[src/design/sps_pkg.sv]
`default_nettype none

package sps_pkg;

	// Timer and sizing constants.
	localparam int unsigned TIMER_TICKS_PER_SECOND = 32768;
	localparam int unsigned SOLENOID_COUNT = 4;
	localparam int unsigned CARD_COUNT = 16;

	localparam logic [15:0] TICKS_WORD = 16'(TIMER_TICKS_PER_SECOND);
	localparam logic [7:0] DEFAULT_DIVISOR = 8'd128;

	// One quotient bit per divider step.
	localparam int unsigned DIV_STEPS = 16;
	localparam int unsigned DIV_STEP_W = $clog2(DIV_STEPS);

	// Register map.
	localparam logic [2:0] REG_DIVISOR_ADDR = 3'd0;

	// Solenoid drive patterns.
	localparam logic [SOLENOID_COUNT-1:0] SOL_OFF = 4'b0000;
	localparam logic [SOLENOID_COUNT-1:0] SOL_INSERT_FIRST = 4'b0001;
	localparam logic [SOLENOID_COUNT-1:0] SOL_INSERT_SECOND = 4'b0010;
	localparam logic [SOLENOID_COUNT-1:0] SOL_PULL_FIRST = 4'b0100;

	typedef enum logic [1:0] {
		CMD_INSERT  = 2'd0,
		CMD_PULL    = 2'd1,
		CMD_CONNECT = 2'd2,
		CMD_ABORT   = 2'd3
	} sps_cmd_t;

	typedef enum logic [1:0] {
		ST_IDLE,
		ST_DIV,
		ST_PUSH
	} sps_state_t;

	typedef struct packed {
		logic       start;
		logic [7:0] divisor;
	} sps_div_req_t;

	typedef struct packed {
		logic        done;
		logic [15:0] quotient;
	} sps_div_rsp_t;

endpackage

`default_nettype wire

[src/design/solenoid_pulse_sequencer.sv]
`default_nettype none

// Solenoid pulse sequencer with a 1-of-16 card selector. Every request on
// the slave stream carries a sample of the free-running 16-bit timer and,
// when s_tuser is high, a command: insert pulses solenoid 1 then solenoid 2
// and rests, pull pulses solenoid 3 and rests, each cycle repeated the
// requested number of times (zero runs once); connect drives one card line
// and the status LED, and abort clears all lines. Each phase lasts the timer
// tick rate divided by the duration_divisor register (APB offset 0, a write
// of zero stores 128, reset 128); a timer value equal to the phase start
// never ends a phase. Commands that arrive while a sequence runs are dropped
// and flagged, while their timer sample is still applied. Every request
// produces exactly one result on the master stream. A request that starts
// an insert or pull first runs the divider, which gives the phase length:
// a restoring divider that resolves one quotient bit per cycle for all 16
// quotient bits. The push state then moves the result into the output
// register, and any other request goes from acceptance straight to the
// push state; the push waits while the output register holds a result not
// yet taken by m_tready. s_tready stays low from acceptance until the
// result has moved into the output register, and the output register
// lets the next request be accepted while a result still waits on
// m_tready.
module solenoid_pulse_sequencer (
	input  wire         clk,
	input  wire         arst_n,

	input  wire         s_tvalid,
	output logic        s_tready,
	// [1:0] command_code, [9:2] parameter_req, [25:10] timer_count, rest zero
	input  wire  [31:0] s_tdata,
	// [0] operation
	input  wire         s_tuser,

	output logic        m_tvalid,
	input  wire         m_tready,
	// [3:0] solenoid_drive, [19:4] card_select, [20] status_led,
	// [25:21] connected_card, [26] busy_res, [27] command_ignored, rest zero
	output logic [31:0] m_tdata,

	input  wire         psel,
	input  wire         penable,
	input  wire         pwrite,
	input  wire  [2:0]  paddr,
	input  wire  [31:0] pwdata,
	output logic [31:0] prdata,
	output logic        pready
);
	import sps_pkg::*;

	// Card number of the set line (i + 1 for line i, 0 for none), ORed over set lines; at most one is ever set.
	function automatic logic [4:0] card_number(input logic [CARD_COUNT-1:0] lines);
		logic [4:0] num;
		num = '0;
		for (int i = 0; i < CARD_COUNT; i++) begin
			if (lines[i]) begin
				num = num | 5'(i + 1);
			end
		end
		return num;
	endfunction

	// Configuration register.
	logic [7:0] divisor_q;
	logic       cfg_write;

	assign pready = 1'b1;
	assign cfg_write = psel && penable && pwrite && pready && (paddr == REG_DIVISOR_ADDR);
	assign prdata = (paddr == REG_DIVISOR_ADDR) ? {24'd0, divisor_q} : 32'd0;

	always_ff @(posedge clk or negedge arst_n) begin
		if (!arst_n) begin
			divisor_q <= DEFAULT_DIVISOR;
		end else if (cfg_write) begin
			divisor_q <= (pwdata[7:0] == 8'd0) ? DEFAULT_DIVISOR : pwdata[7:0];
		end
	end

	// Request fields.
	logic       operation;
	sps_cmd_t   command_code;
	logic [7:0] parameter_req;
	logic [15:0] timer_count;

	assign operation = s_tuser;
	assign command_code = sps_cmd_t'(s_tdata[1:0]);
	assign parameter_req = s_tdata[9:2];
	assign timer_count = s_tdata[25:10];

	// Sequencer state.
	sps_state_t state_q, state_nx;
	logic                  running_q, is_pull_q, act_done_q, rest_done_q;
	logic [7:0]            cycles_done_q, cycles_wanted_q;
	logic [15:0]           phase_start_q, phase_length_q;
	logic [SOLENOID_COUNT-1:0] sol_q;
	logic [CARD_COUNT-1:0] card_q;

	logic                  running_nx, is_pull_nx, act_done_nx, rest_done_nx;
	logic [7:0]            cycles_done_nx, cycles_wanted_nx;
	logic [15:0]           phase_start_nx;
	logic [SOLENOID_COUNT-1:0] sol_nx;
	logic [CARD_COUNT-1:0] card_nx;
	logic                  ignored_nx, start_cmd;

	logic [15:0] fwd_dist;
	logic        expired;

	// Result waiting for the output register, and the output register.
	logic [27:0] res_q;
	logic        out_valid_q;
	logic [27:0] out_data_q;

	logic accept, push_fire;
	sps_div_req_t div_req;
	sps_div_rsp_t div_rsp;

	assign accept = s_tvalid && s_tready;

	// Phase expiry: forward distance from the phase start, one less when the
	// timer has wrapped; an equal timer value never expires.
	always_comb begin
		fwd_dist = timer_count - phase_start_q;
		if (timer_count < phase_start_q) begin
			fwd_dist = fwd_dist - 16'd1;
		end
		expired = (timer_count != phase_start_q) && (fwd_dist > phase_length_q);
	end

	// State update for one request.
	always_comb begin
		running_nx = running_q;
		is_pull_nx = is_pull_q;
		act_done_nx = act_done_q;
		rest_done_nx = rest_done_q;
		cycles_done_nx = cycles_done_q;
		cycles_wanted_nx = cycles_wanted_q;
		phase_start_nx = phase_start_q;
		sol_nx = sol_q;
		card_nx = card_q;
		ignored_nx = 1'b0;
		start_cmd = 1'b0;

		if (operation && running_q) begin
			ignored_nx = 1'b1;
		end else if (operation) begin
			unique case (command_code)
				CMD_INSERT, CMD_PULL: begin
					// The starting sample never ends a phase, so the timer
					// step on this request has no effect.
					start_cmd = 1'b1;
					is_pull_nx = (command_code == CMD_PULL);
					cycles_done_nx = '0;
					cycles_wanted_nx = parameter_req;
					act_done_nx = 1'b0;
					rest_done_nx = 1'b0;
					phase_start_nx = timer_count;
					sol_nx = (command_code == CMD_PULL) ? SOL_PULL_FIRST : SOL_INSERT_FIRST;
					running_nx = 1'b1;
				end
				CMD_CONNECT: begin
					card_nx = '0;
					if (parameter_req >= 8'd1 && parameter_req <= 8'(CARD_COUNT)) begin
						card_nx[4'(parameter_req - 8'd1)] = 1'b1;
					end
				end
				CMD_ABORT: begin
					sol_nx = SOL_OFF;
					card_nx = '0;
				end
				default: begin
				end
			endcase
		end

		if (running_q) begin
			if (expired) begin
				if (!act_done_q) begin
					act_done_nx = 1'b1;
					sol_nx = is_pull_q ? SOL_OFF : SOL_INSERT_SECOND;
					phase_start_nx = timer_count;
				end else if (!rest_done_q) begin
					sol_nx = SOL_OFF;
					rest_done_nx = 1'b1;
				end
			end
			if (act_done_nx && rest_done_nx) begin
				cycles_done_nx = cycles_done_q + 8'd1;
				if (cycles_done_nx < cycles_wanted_q) begin
					act_done_nx = 1'b0;
					rest_done_nx = 1'b0;
					phase_start_nx = timer_count;
					sol_nx = is_pull_q ? SOL_PULL_FIRST : SOL_INSERT_FIRST;
				end else begin
					running_nx = 1'b0;
				end
			end
		end
	end

	// Next state.
	always_comb begin
		state_nx = state_q;
		unique case (state_q)
			ST_IDLE: begin
				if (accept) begin
					state_nx = start_cmd ? ST_DIV : ST_PUSH;
				end
			end
			ST_DIV: begin
				if (div_rsp.done) begin
					state_nx = ST_PUSH;
				end
			end
			ST_PUSH: begin
				if (push_fire) begin
					state_nx = ST_IDLE;
				end
			end
			default: begin
				state_nx = ST_IDLE;
			end
		endcase
	end

	// Sequencer outputs.
	always_comb begin
		s_tready = (state_q == ST_IDLE);
		div_req.start = (state_q == ST_IDLE) && s_tvalid && start_cmd;
		div_req.divisor = divisor_q;
		push_fire = (state_q == ST_PUSH) && (!out_valid_q || m_tready);
	end

	sps_divider u_divider (
		.clk     (clk),
		.arst_n  (arst_n),
		.div_req (div_req),
		.div_rsp (div_rsp)
	);

	always_ff @(posedge clk or negedge arst_n) begin
		if (!arst_n) begin
			state_q <= ST_IDLE;
			running_q <= 1'b0;
			is_pull_q <= 1'b0;
			act_done_q <= 1'b0;
			rest_done_q <= 1'b0;
			cycles_done_q <= '0;
			cycles_wanted_q <= '0;
			phase_start_q <= '0;
			phase_length_q <= '0;
			sol_q <= SOL_OFF;
			card_q <= '0;
			out_valid_q <= 1'b0;
		end else begin
			state_q <= state_nx;
			if (accept) begin
				running_q <= running_nx;
				is_pull_q <= is_pull_nx;
				act_done_q <= act_done_nx;
				rest_done_q <= rest_done_nx;
				cycles_done_q <= cycles_done_nx;
				cycles_wanted_q <= cycles_wanted_nx;
				phase_start_q <= phase_start_nx;
				sol_q <= sol_nx;
				card_q <= card_nx;
			end
			if (state_q == ST_DIV && div_rsp.done) begin
				phase_length_q <= div_rsp.quotient;
			end
			if (push_fire) begin
				out_valid_q <= 1'b1;
			end else if (m_tready) begin
				out_valid_q <= 1'b0;
			end
		end
	end

	always_ff @(posedge clk) begin
		if (accept) begin
			res_q <= {ignored_nx, running_nx, card_number(card_nx), (card_nx != '0),
				card_nx, sol_nx};
		end
		if (push_fire) begin
			out_data_q <= res_q;
		end
	end

	assign m_tvalid = out_valid_q;
	assign m_tdata = {4'd0, out_data_q};

endmodule

`default_nettype wire

[src/design/sps_divider.sv]
`default_nettype none

// Restoring divider: the tick rate divided by the divisor, one quotient bit
// per cycle. The response is valid in the cycle that done is high.
module sps_divider (
	input  wire                        clk,
	input  wire                        arst_n,
	input  wire sps_pkg::sps_div_req_t div_req,
	output sps_pkg::sps_div_rsp_t      div_rsp
);
	import sps_pkg::*;

	logic                  busy_q;
	logic [DIV_STEP_W-1:0] step_q;
	logic [7:0]            divisor_q;
	logic [7:0]            rem_q;
	logic [15:0]           quo_q;

	logic [8:0] trial;
	logic       fits;
	logic [7:0] rem_next;

	always_comb begin
		trial = {rem_q, quo_q[15]};
		fits = (trial >= {1'b0, divisor_q});
		rem_next = fits ? 8'(trial - {1'b0, divisor_q}) : trial[7:0];
	end

	assign div_rsp.done = busy_q && (step_q == DIV_STEP_W'(DIV_STEPS - 1));
	assign div_rsp.quotient = {quo_q[14:0], fits};

	always_ff @(posedge clk or negedge arst_n) begin
		if (!arst_n) begin
			busy_q <= 1'b0;
			step_q <= '0;
		end else if (div_req.start) begin
			busy_q <= 1'b1;
			step_q <= '0;
		end else if (busy_q) begin
			step_q <= step_q + 1'b1;
			if (div_rsp.done) begin
				busy_q <= 1'b0;
			end
		end
	end

	always_ff @(posedge clk) begin
		if (div_req.start) begin
			divisor_q <= div_req.divisor;
			rem_q <= '0;
			quo_q <= TICKS_WORD;
		end else if (busy_q) begin
			rem_q <= rem_next;
			quo_q <= {quo_q[14:0], fits};
		end
	end

endmodule

`default_nettype wire

[config.mk]
export PLATFORM = sky130hd
export DESIGN_NAME = solenoid_pulse_sequencer
export DESIGN_NICKNAME = d
export VERILOG_FILES = /design/src/design/sps_pkg.sv /design/src/design/solenoid_pulse_sequencer.sv /design/src/design/sps_divider.sv
export SDC_FILE = /design/constraint.sdc
export NUM_CORES = 1
export LEC_CHECK = 0
export BUFFER_PORTS_ARGS = -buffer_cell sky130_fd_sc_hd__clkbuf_2
export CORE_ASPECT_RATIO = 0.6
export CORE_UTILIZATION = 28
export DETAILED_ROUTE_END_ITERATION = 6
export GPL_ROUTABILITY_DRIVEN = 1
export HOLD_SLACK_MARGIN = 0.05
export PLACE_DENSITY_LB_ADDON = 0.25
export RECOVER_POWER = 50
export SYNTH_ARGS = -nofsm -noshare
export SYNTH_HDL_FRONTEND = slang
export SYNTH_HIERARCHICAL = 1
export SYNTH_SLANG_ARGS = --single-unit
[constraint.sdc]
create_clock -name clk -period 6.01 [get_ports clk]
set_input_delay 1.202 -clock clk [delete_from_list [all_inputs] [get_ports clk]]
set_output_delay 1.202 -clock clk [all_outputs]
set_load 0.03 [all_outputs]
==> out/qor.csv, run 1 <==
metric;value;unit
Yosys warnings;6;
Synth area leader;dfrtp_1;
hold crit path type;reg2reg;
Max Clock Skew;0.0143;ns
synth top area cells;dfrtp_1 22%, edfxtp_1 20%, ha_1 6.4%;
CP Class;in2reg;
max_cap viols;3;
CTS Sinks;176;
crit start category;input pin;
Power Total;6150;uW
DRT Wirelength;22.4;mm
Die X;243;um
total number of vias;7052;
Die Height;147;um
relative slew slack;-0.908;
synthesized flop and latch total;176;
Leak;0.00517;uW
first-pass GRT wire length;36.4;mm
Top Family by Delay on Critical Path;compound AO/OA/AOI/OAI gates;
CP required;6.34;ns
I/O Pins;142;
share of flip-flops with an asynchronous set or reset;0.500;
via/cell ratio;4.59;
peak per-stage delay on the critical path;0.42;ns
CP Data Arrival Time;6.18;ns
CTS tree;yes;
count leader, synth;nand2_1;
CP most frequent cell;buf_4;
CP endpoint kind;flip-flop;
FP Rows;52;
Area growth, synth to finish;18.2;%
WP buf/inv;7;
Hold Buf Count CTS;0;
Fin Setup TNS;0;ns
Non-Filler Instances;1538;
VDD IR max;253;uV
Root Buffer;clkbuf_16;
min cycle time layout;5.85;ns
first-pass iteration count of the detailed router;5;
Post-Syn Instances;956;
Max Root-Sink Buffers;2;
post-synth cell types;91;
GRT Total Usage;0.129;
TritonCTS Buffers;17;
GPL Wtd Cong;0.848;
EDFF count, synth;64;
grt ovf;0;
number of diodes;0;
syn_area_per_cell;10.2;sq um
final hold slack;0.419;ns
final worst-path cycle share;0.973;
total die area;0.0357;sq mm
final hold vios;0;
final net count;1193;
DP HPWL;16.4;mm
Port Buf Inserts;82;
post-route DRC violation count;0;
status;complete, but fails checks;
pin count of the biggest net entering global routing;47;
ANT nets after route;0;
violated checks;max-capacitance violations, max-slew violations;
measured slew at the worst slew-check pin;2.86;ns
Final Max Slew Viols;122;
Post-Syn Area;0.00979;sq mm
antenna violations before repair;0;
clock-pin transition on the worst setup and hold timing paths;0.08;ns
worst-path maximum fanout;10;
Fillers;3487;
Core Footprint;0.0340;sq mm
htree depth;4;
main flop type after synthesis;dfrtp_1;
share of cells above drive strength 1;0.215;
placed cells;1500;
sequential area share after synthesis;0.470;
Starting Density;0.288;
top cells by count, synth;112 x nand2_1, 87 x dfrtp_1, 64 x edfxtp_1, 64 x inv_1, 64 x nor2_1;
Clock Latency Late Sink;0.45;ns
drt wl/cell;14.6;um
number of global-route vias before repair;6799;
top-area cell type share of the netlist area;0.222;
Worst path slowest cell;or3_4;
Initial DRC Count;460;
Max Freq;171;MHz
power density over the cells;531;mW/mm^2
Final setup viols;0;
==> worst paths after layout <==
path	to	depth (start not counted)	slack (ns)	startpoint
max	phase_start_q[14]$_DFFE_PN0P_	25	0.16	s_tdata[10]
min	out_data_q[2]$_DFFE_PP_	0	0.42	res_q[2]$_DFFE_PP_
max reg2reg	phase_start_q[14]$_DFFE_PN0P_	23	0.70	phase_start_q[0]$_DFFE_PN0P_
min reg2reg	out_data_q[2]$_DFFE_PP_	0	0.42	res_q[2]$_DFFE_PP_
max in group asynchronous	phase_length_q[13]$_DFFE_PN0P_	2	2.00	arst_n
min in group asynchronous	divisor_q[5]$_DFFE_PN0P_	1	1.65	arst_n
==> placed cells by master (no fill, tap or decap), types with 4 or more instances in the layout <==
cell       instances
nand2b_1          11
dfxtp_1           24
nor2b_1            7
and3_1            15
clkbuf_1           5
mux2_1            10
a22oi_1            4
a211oi_1           5
clkbuf_16         18
o2111ai_1          7
inv_1             64
a211o_1            4
a21o_1            17
dfrtp_1           87
nor2_1            64
ha_1              50
mux2_2            31
nor4_1             9
xnor2_1           26
o211ai_1           5
nor3_1             7
a22o_1             5
a31oi_1            5
conb_1            29
o31ai_1            5
nand3b_1           7
buf_4             53
clkinv_8           8
o21a_1             7
nand2_1          112
edfxtp_1          64
o21ai_0           38
clkbuf_2          81
mux2i_1           17
o21ai_1            4
nand3_1           26
nand4_1           10
a21oi_1           27
xor2_1            15
and2_1            15
==> power breakdown <==
part,internal (uW),switching (uW)
Clock,613,574
Combinational,1310,1730
Sequential,1690,219
Total,3620,2530
==> per-stage QoR <==
step	setup slack (ns)	utilization	cell area (sq um)
floorplan	0.00211	-	9910
global placement	-0.275	0.318	10800
detailed placement	-0.285	0.318	10800
CTS	0.173	0.337	11500
global route	-0.0336	0.340	11600
finish	0.161	0.340	11600
==> sequential cells by signal, summed over array words and instances, names as in the netlist, 8 cells and up <==
| register | count |
|---|---|
| cycles_wanted_q | 8 |
| divisor_q | 8 |
| u_divider/quo_q | 16 |
| phase_start_q | 16 |
| card_q | 16 |
| phase_length_q | 16 |
| res_q | 28 |
| cycles_done_q | 8 |
| u_divider/rem_q | 8 |
| out_data_q | 28 |
| u_divider/divisor_q | 8 |
==> layout make-up <==
cell class | instances | area, sq um | area share
Inverter | 66 | 248 | 0.0214
Clock buffer | 17 | 425 | 0.0368
Sequential cell | 176 | 4610 | 0.398
Timing Repair Buffer | 141 | 867 | 0.0749
Tap cell | 459 | 574 | 0.0496
Multi-Input combinational cell | 664 | 4620 | 0.400
Clock inverter | 15 | 229 | 0.0198
==> cell families (layout without fill, tap and decap cells) <==
group           Yosys count  after routing  share of synthesized area
simple gates            309            309                      0.156
flops                   176            176                      0.470
compound gates          175            175                      0.129
buf+inv                 143            239                     0.0740
mux                      58             58                     0.0645
fa+ha+maj                52             52                     0.0680
xor+xnor                 41             41                     0.0367
other cells               2             29                   0.000767
==> routing by layer <==
| metal | track usage | routed length (um) | up-vias |
|---|---|---|---|
| met5 | 0 | 0 | - |
| met4 | 0.0403 | 238 | 0 |
| met3 | 0.0278 | 881 | 20 |
| met2 | 0.177 | 8960 | 124 |
| met1 | 0.197 | 12300 | 3354 |
| li1 | - | - | 3554 |
==> timing repair <==
| action | CTS | global route |
|---|---|---|
| endpoints found under the setup margin | 0 | 26 |
| buffers inserted | 0 | 5 |
| resized for setup | 0 | 10 |
Note: power is estimated with default switching activity, not from simulation.
==> run 2: changes to the inputs <==
- CTS_BUF_LIST: default -> sky130_fd_sc_hd__clkbuf_4 sky130_fd_sc_hd__clkbuf_8
- SLEW_MARGIN: default -> 5
==> out/qor.csv, run 2 (synthesis results as in run 1) <==
metric;value;unit;change
status;complete, but fails checks;;unchanged
violated checks;max-capacitance violations, max-slew violations;;unchanged
Power Total;5770;uW;was 6150 uW
first-pass iteration count of the detailed router;5;;unchanged
Leak;0.00505;uW;was 0.00517 uW
TritonCTS Buffers;17;;unchanged
placed cells;1500;;unchanged
CP Class;in2reg;;unchanged
Hold Crit Endpoint;out_data_q[8]$_DFFE_PP_;;was out_data_q[2]$_DFFE_PP_
FP Rows;52;;unchanged
Max Freq;172;MHz;was 171 MHz
final worst-path cycle share;0.965;;was 0.973
Die Height;147;um;unchanged
Die X;243;um;unchanged
commonest non-fill, non-tap cell in the layout;nand2_1;;unchanged
drt wl/cell;14.4;um;was 14.6 um
setup ws final;0.209;ns;was 0.161 ns
largest registers;out_data_q: 28 flops, res_q: 28 flops;;unchanged
Root Buffer;clkbuf_8;;was clkbuf_16
setup slack, reg-to-reg;0.70;ns;about the same
post-route DRC violation count;0;;unchanged
pre-CTS setup slack;-0.285;ns;unchanged
Worst path slowest cell;fa_1;;was or3_4
min cycle time layout;5.80;ns;was 5.85 ns
total number of vias;7035;;was 7052
I/O Pins;142;;unchanged
Final Max Slew Viols;122;;unchanged
Area growth, synth to finish;15.2;%;was 18.2%
first-pass GRT wire length;36.3;mm;was 36.4 mm
share of cells above drive strength 1;0.205;;was 0.215
hold path depth;0;;unchanged
final hold vios;0;;unchanged
DRT Wirelength;22.1;mm;was 22.4 mm
worst-path maximum fanout;16;;was 10
DP HPWL;16.4;mm;unchanged
number of global-route vias before repair;6764;;was 6799
worst r2r src;phase_start_q[0]$_DFFE_PN0P_;;unchanged
CTS tree;yes;;unchanged
WP buf/inv;6;;was 7
Post-DP Area;0.0108;sq mm;unchanged
GRT Total Usage;0.128;;was 0.129
most frequent cells in the layout;112 x nand2_1, 87 x dfrtp_1, 82 x clkbuf_2;;was 112 x nand2_1, 87 x dfrtp_1, 81 x clkbuf_2
pin count of the biggest net entering global routing;47;;unchanged
post_cts resized;0;;unchanged
CP required;6.38;ns;was 6.34 ns
multi-input logic area;0.00459;sq mm;was 0.00462 sq mm
register area;0.00461;sq mm;unchanged
measured slew at the worst slew-check pin;2.87;ns;was 2.86 ns
VDD IR max;169;uV;was 253 uV
Non-Filler Instances;1532;;was 1538
peak per-stage delay on the critical path;0.43;ns;was 0.42 ns
Hold Buf Count CTS;0;;unchanged
final net count;1187;;was 1193
crit path cell chain;clkbuf_2 > inv_1 > ha_1 > inv_1 > fa_1 > a211o_1 > a211o_1 > a31oi_4 > o21ai_2 > buf_4 > nor4_1 > buf_4 > nand3_1 > xnor2_1 > ha_1 > a21o_1 > a21o_1 > a21oi_1 > o22ai_2 > or3_4 > a21oi_1 > o21ai_2 > buf_12 > mux2_1;;
Clock Latency Late Sink;0.49;ns;was 0.45 ns
Core Footprint;0.0340;sq mm;unchanged
relative slew slack;-0.917;;was -0.908
unrepaired setup endpoints after global routing;false;;
CP endpoint kind;flip-flop;;unchanged
post-CTS setup buffers;0;;unchanged
CP Data Arrival Time;6.17;ns;was 6.18 ns
Starting Density;0.288;;unchanged
GPL Wtd Cong;0.848;;unchanged
Top Family by Delay on Critical Path;compound AO/OA/AOI/OAI gates;;unchanged
power density over the cells;512;mW/mm^2;was 531 mW/mm^2
total die area;0.0357;sq mm;unchanged
grt ovf;0;;unchanged
r2r endpoint;phase_start_q[12]$_DFFE_PN0P_;;was phase_start_q[14]$_DFFE_PN0P_
max_cap viols;3;;unchanged
Initial DRC Count;514;;was 460
via/cell ratio;4.59;;about the same
Max Root-Sink Buffers;2;;unchanged
Max Clock Skew;0.0196;ns;was 0.0143 ns
number of diodes;0;;unchanged
antenna violations before repair;0;;unchanged
htree depth;4;;unchanged
crit start category;input pin;;unchanged
Final setup viols;0;;unchanged
hold crit path type;reg2reg;;unchanged
Port Buf Inserts;82;;unchanged
worst r2r path cells;22;;was 23
ANT nets after route;0;;unchanged
hold_sp;res_q[8]$_DFFE_PP_;;was res_q[2]$_DFFE_PP_
beginning of the critical path;s_tdata[10];;unchanged
Fillers;3515;;was 3487
clock-pin transition on the worst setup and hold timing paths;0.11;ns;was 0.08 ns
Design Area, Final;0.0113;sq mm;was 0.0116 sq mm
CTS Sinks;176;;unchanged
-- run 2: cell types whose count changed in the layout (fill, tap and decap cells not counted), sizes merged --
cell	change
clkbuf	-1
buf	-5
-- run 2: how the worst max path moves through the flow --
stage | depth (start not counted) | end
floorplan | 22 | phase_start_q[10]$_DFFE_PN0P_
global placement | 23 | phase_start_q[6]$_DFFE_PN0P_
detailed placement | 23 | phase_start_q[13]$_DFFE_PN0P_
CTS | 22 | phase_start_q[1]$_DFFE_PN0P_
global route | 24 | cycles_done_q[4]$_DFFE_PN0P_
finish | 24 | phase_start_q[12]$_DFFE_PN0P_
-- run 2: metal layers --
layer	up-vias	global-route usage	part of all wire
met2	140	0.177	0.40
met3	12	0.0338	0.039
li1	3539	-	-
met4	0	0.0270	0.0081
met1	3344	0.197	0.55
met5	-	0	0
-- run 2: metrics by stage --
step,hold WS [ns],setup TNS (ns),utilization
2_1_floorplan,0.400,0,-
3_3_place_gp,0.404,-6.68,0.318
5_1_grt,0.435,0,0.332
3_5_place_dp,0.405,-6.95,0.318
4_1_cts,0.425,0,0.332
6_report,0.429,0,0.332
-- run 2: final cells by class --
type,count,share of cell area
clock inverters,15,0.0203
inverters,66,0.0220
flip-flops and latches,176,0.408
well taps,459,0.0509
repair buffers,135,0.0714
clock buffers,17,0.0207
multi-input cells,664,0.406
-- run 2: report_power, final --
part | internal [uW] | leakage (uW) | switching, uW
Combinational | 1260 | 0.00292 | 1690
Sequential | 1690 | 0.00190 | 218
Clock | 369 | 0.000221 | 539
Total | 3320 | 0.00505 | 2450
==> run 3: changes to the inputs <==
- CORE_ASPECT_RATIO: 0.6 -> default
==> out/qor.csv, run 3 (synthesis results as in run 1) <==
metric;value;unit;change
status;complete, but fails checks;;unchanged
violated checks;max-capacitance violations, max-slew violations;;unchanged
number of global-route vias before repair;6642;;was 6764
placed cells;1486;;was 1500
grt ovf;0;;unchanged
final worst-path cycle share;0.943;;was 0.965
first-pass GRT wire length;34.5;mm;was 36.3 mm
antenna violations before repair;0;;unchanged
drt wl/cell;13.9;um;was 14.4 um
final hold vios;0;;unchanged
via/cell ratio;4.54;;was 4.59
CP required;6.37;ns;was 6.38 ns
min cycle time layout;5.67;ns;was 5.80 ns
largest registers;out_data_q: 28 flops, res_q: 28 flops;;unchanged
htree depth;4;;unchanged
commonest non-fill, non-tap cell in the layout;nand2_1;;unchanged
measured slew at the worst slew-check pin;1.82;ns;was 2.87 ns
DP HPWL;15.5;mm;was 16.4 mm
I/O Pins;142;;unchanged
CP endpoint kind;flip-flop;;unchanged
Die Height;189;um;was 147 um
Power Total;5590;uW;was 5770 uW
Leak;0.00494;uW;was 0.00505 uW
GRT Total Usage;0.121;;was 0.128
Core Footprint;0.0345;sq mm;was 0.0340 sq mm
VDD IR max;188;uV;was 169 uV
most frequent cells in the layout;112 x nand2_1, 87 x dfrtp_1, 65 x clkbuf_2;;was 112 x nand2_1, 87 x dfrtp_1, 82 x clkbuf_2
Starting Density;0.284;;was 0.288
CTS tree;yes;;unchanged
ANT nets after route;0;;unchanged
Final setup viols;0;;unchanged
final net count;1177;;was 1187
number of diodes;0;;unchanged
TritonCTS Buffers;17;;unchanged
post-route DRC violation count;0;;unchanged
first-pass iteration count of the detailed router;4;;was 5
CP Class;in2reg;;unchanged
max_cap viols;2;;was 3
Max Freq;176;MHz;was 172 MHz
Non-Filler Instances;1518;;was 1532
CP Data Arrival Time;6.03;ns;was 6.17 ns
hold crit path type;reg2reg;;unchanged
total number of vias;6894;;was 7035
pin count of the biggest net entering global routing;70;;was 47
total die area;0.0357;sq mm;about the same
unrepaired setup endpoints after global routing;true;;was false
pre-CTS setup slack;-0.291;ns;was -0.285 ns
Port Buf Inserts;82;;unchanged
FP Rows;68;;was 52
worst-path maximum fanout;16;;unchanged
final hold slack;0.425;ns;was 0.429 ns
power density over the cells;502;mW/mm^2;was 512 mW/mm^2
clock-pin transition on the worst setup and hold timing paths;0.12;ns;was 0.11 ns
setup ws final;0.340;ns;was 0.209 ns
DRT Wirelength;21.1;mm;was 22.1 mm
Root Buffer;clkbuf_8;;unchanged
share of cells above drive strength 1;0.183;;was 0.205
Clock Latency Late Sink;0.49;ns;about the same
GPL Wtd Cong;0.789;;was 0.848
crit start category;input pin;;unchanged
Max Root-Sink Buffers;2;;unchanged
Initial DRC Count;405;;was 514
Final Max Slew Viols;99;;was 122
relative slew slack;-0.216;;was -0.917
CTS Sinks;176;;unchanged
Fillers;3561;;was 3515
Max Clock Skew;0.0222;ns;was 0.0196 ns
Final Util;0.323;;was 0.332
Area growth, synth to finish;13.8;%;was 15.2%
Die X;189;um;was 243 um
run 3: cell types whose count changed in the layout (fill, tap and decap cells not counted), moves of 2 or more:
cell      before  now
inv_8          1    4
clkinv_8       8    3
buf_4         48   40
inv_6          1    3
clkbuf_2      82   65
clkbuf_1       4   19
run 3: metrics by stage:
| step | setup TNS (ns) | cell area (sq um) |
|---|---|---|
| 6_report | 0 | 11100 |
| 5_1_grt | -0.00169 | 11100 |
| 4_1_cts | 0 | 11200 |
| 3_5_place_dp | -7.35 | 10700 |
| 3_3_place_gp | -6.75 | 10700 |
| 2_1_floorplan | 0 | 9910 |
run 3: final cells by class:
cell class / instances / area [sq um] / share of cell area
clock buffer: 17 / 234 / 0.0210
clock inverter: 15 / 188 / 0.0168
inverter: 66 / 248 / 0.0222
multi-input combinational: 664 / 4580 / 0.411
sequential: 176 / 4610 / 0.413
tap: 455 / 569 / 0.0511
timing repair buffer: 125 / 717 / 0.0643
run 3: critical path, stage by stage:
cell and delay [ns]:
clkbuf_2 0.09, inv_1 0.05, ha_1 0.15, inv_1 0.05, fa_1 0.39, a211o_1 0.32
a211o_1 0.33, a31oi_4 0.20, o21ai_2 0.08, or4_4 0.56, nor4b_4 0.29, xnor2_1 0.18
ha_1 0.28, a21o_1 0.19, a21o_1 0.17, a21oi_1 0.22, inv_1 0.09, or3_4 0.41
a21oi_1 0.17, o21ai_2 0.09, buf_12 0.19, mux2_1 0.31
run 3: path summary, 6_finish.rpt:
path	startpoint	end	slack, ns	cells past startpoint
worst max-delay path	s_tdata[10]	phase_start_q[9]$_DFFE_PN0P_	0.34	22
worst max register to register	phase_start_q[0]$_DFFE_PN0P_	phase_start_q[9]$_DFFE_PN0P_	0.86	20
worst min-delay path	res_q[10]$_DFFE_PP_	out_data_q[10]$_DFFE_PP_	0.42	0
min in group asynchronous	arst_n	phase_length_q[15]$_DFFE_PN0P_	0.94	1
max in group asynchronous	arst_n	cycles_done_q[6]$_DFFE_PN0P_	2.65	2
worst min register to register	res_q[10]$_DFFE_PP_	out_data_q[10]$_DFFE_PP_	0.42	0
run 3: per-layer routing:
metal	GRT usage	share of wire
met2	0.185	0.44
met4	0.0400	0.012
met5	0	0
met1	0.173	0.52
met3	0.0222	0.028
run 3: repair_timing:
action                                 CTS  global route
setup buffers                            0             0
endpoints found under the hold margin    0             0
hold buffers                             0             0
gates resized for setup                  0             1
setup endpoints to repair                0            17
run 3: power by group:
group          switching, uW  leakage [uW]  internal, uW
sequential               216       0.00190          1690
combinational           1610       0.00283          1210
clock                    508      0.000206           357
total                   2340       0.00494          3260
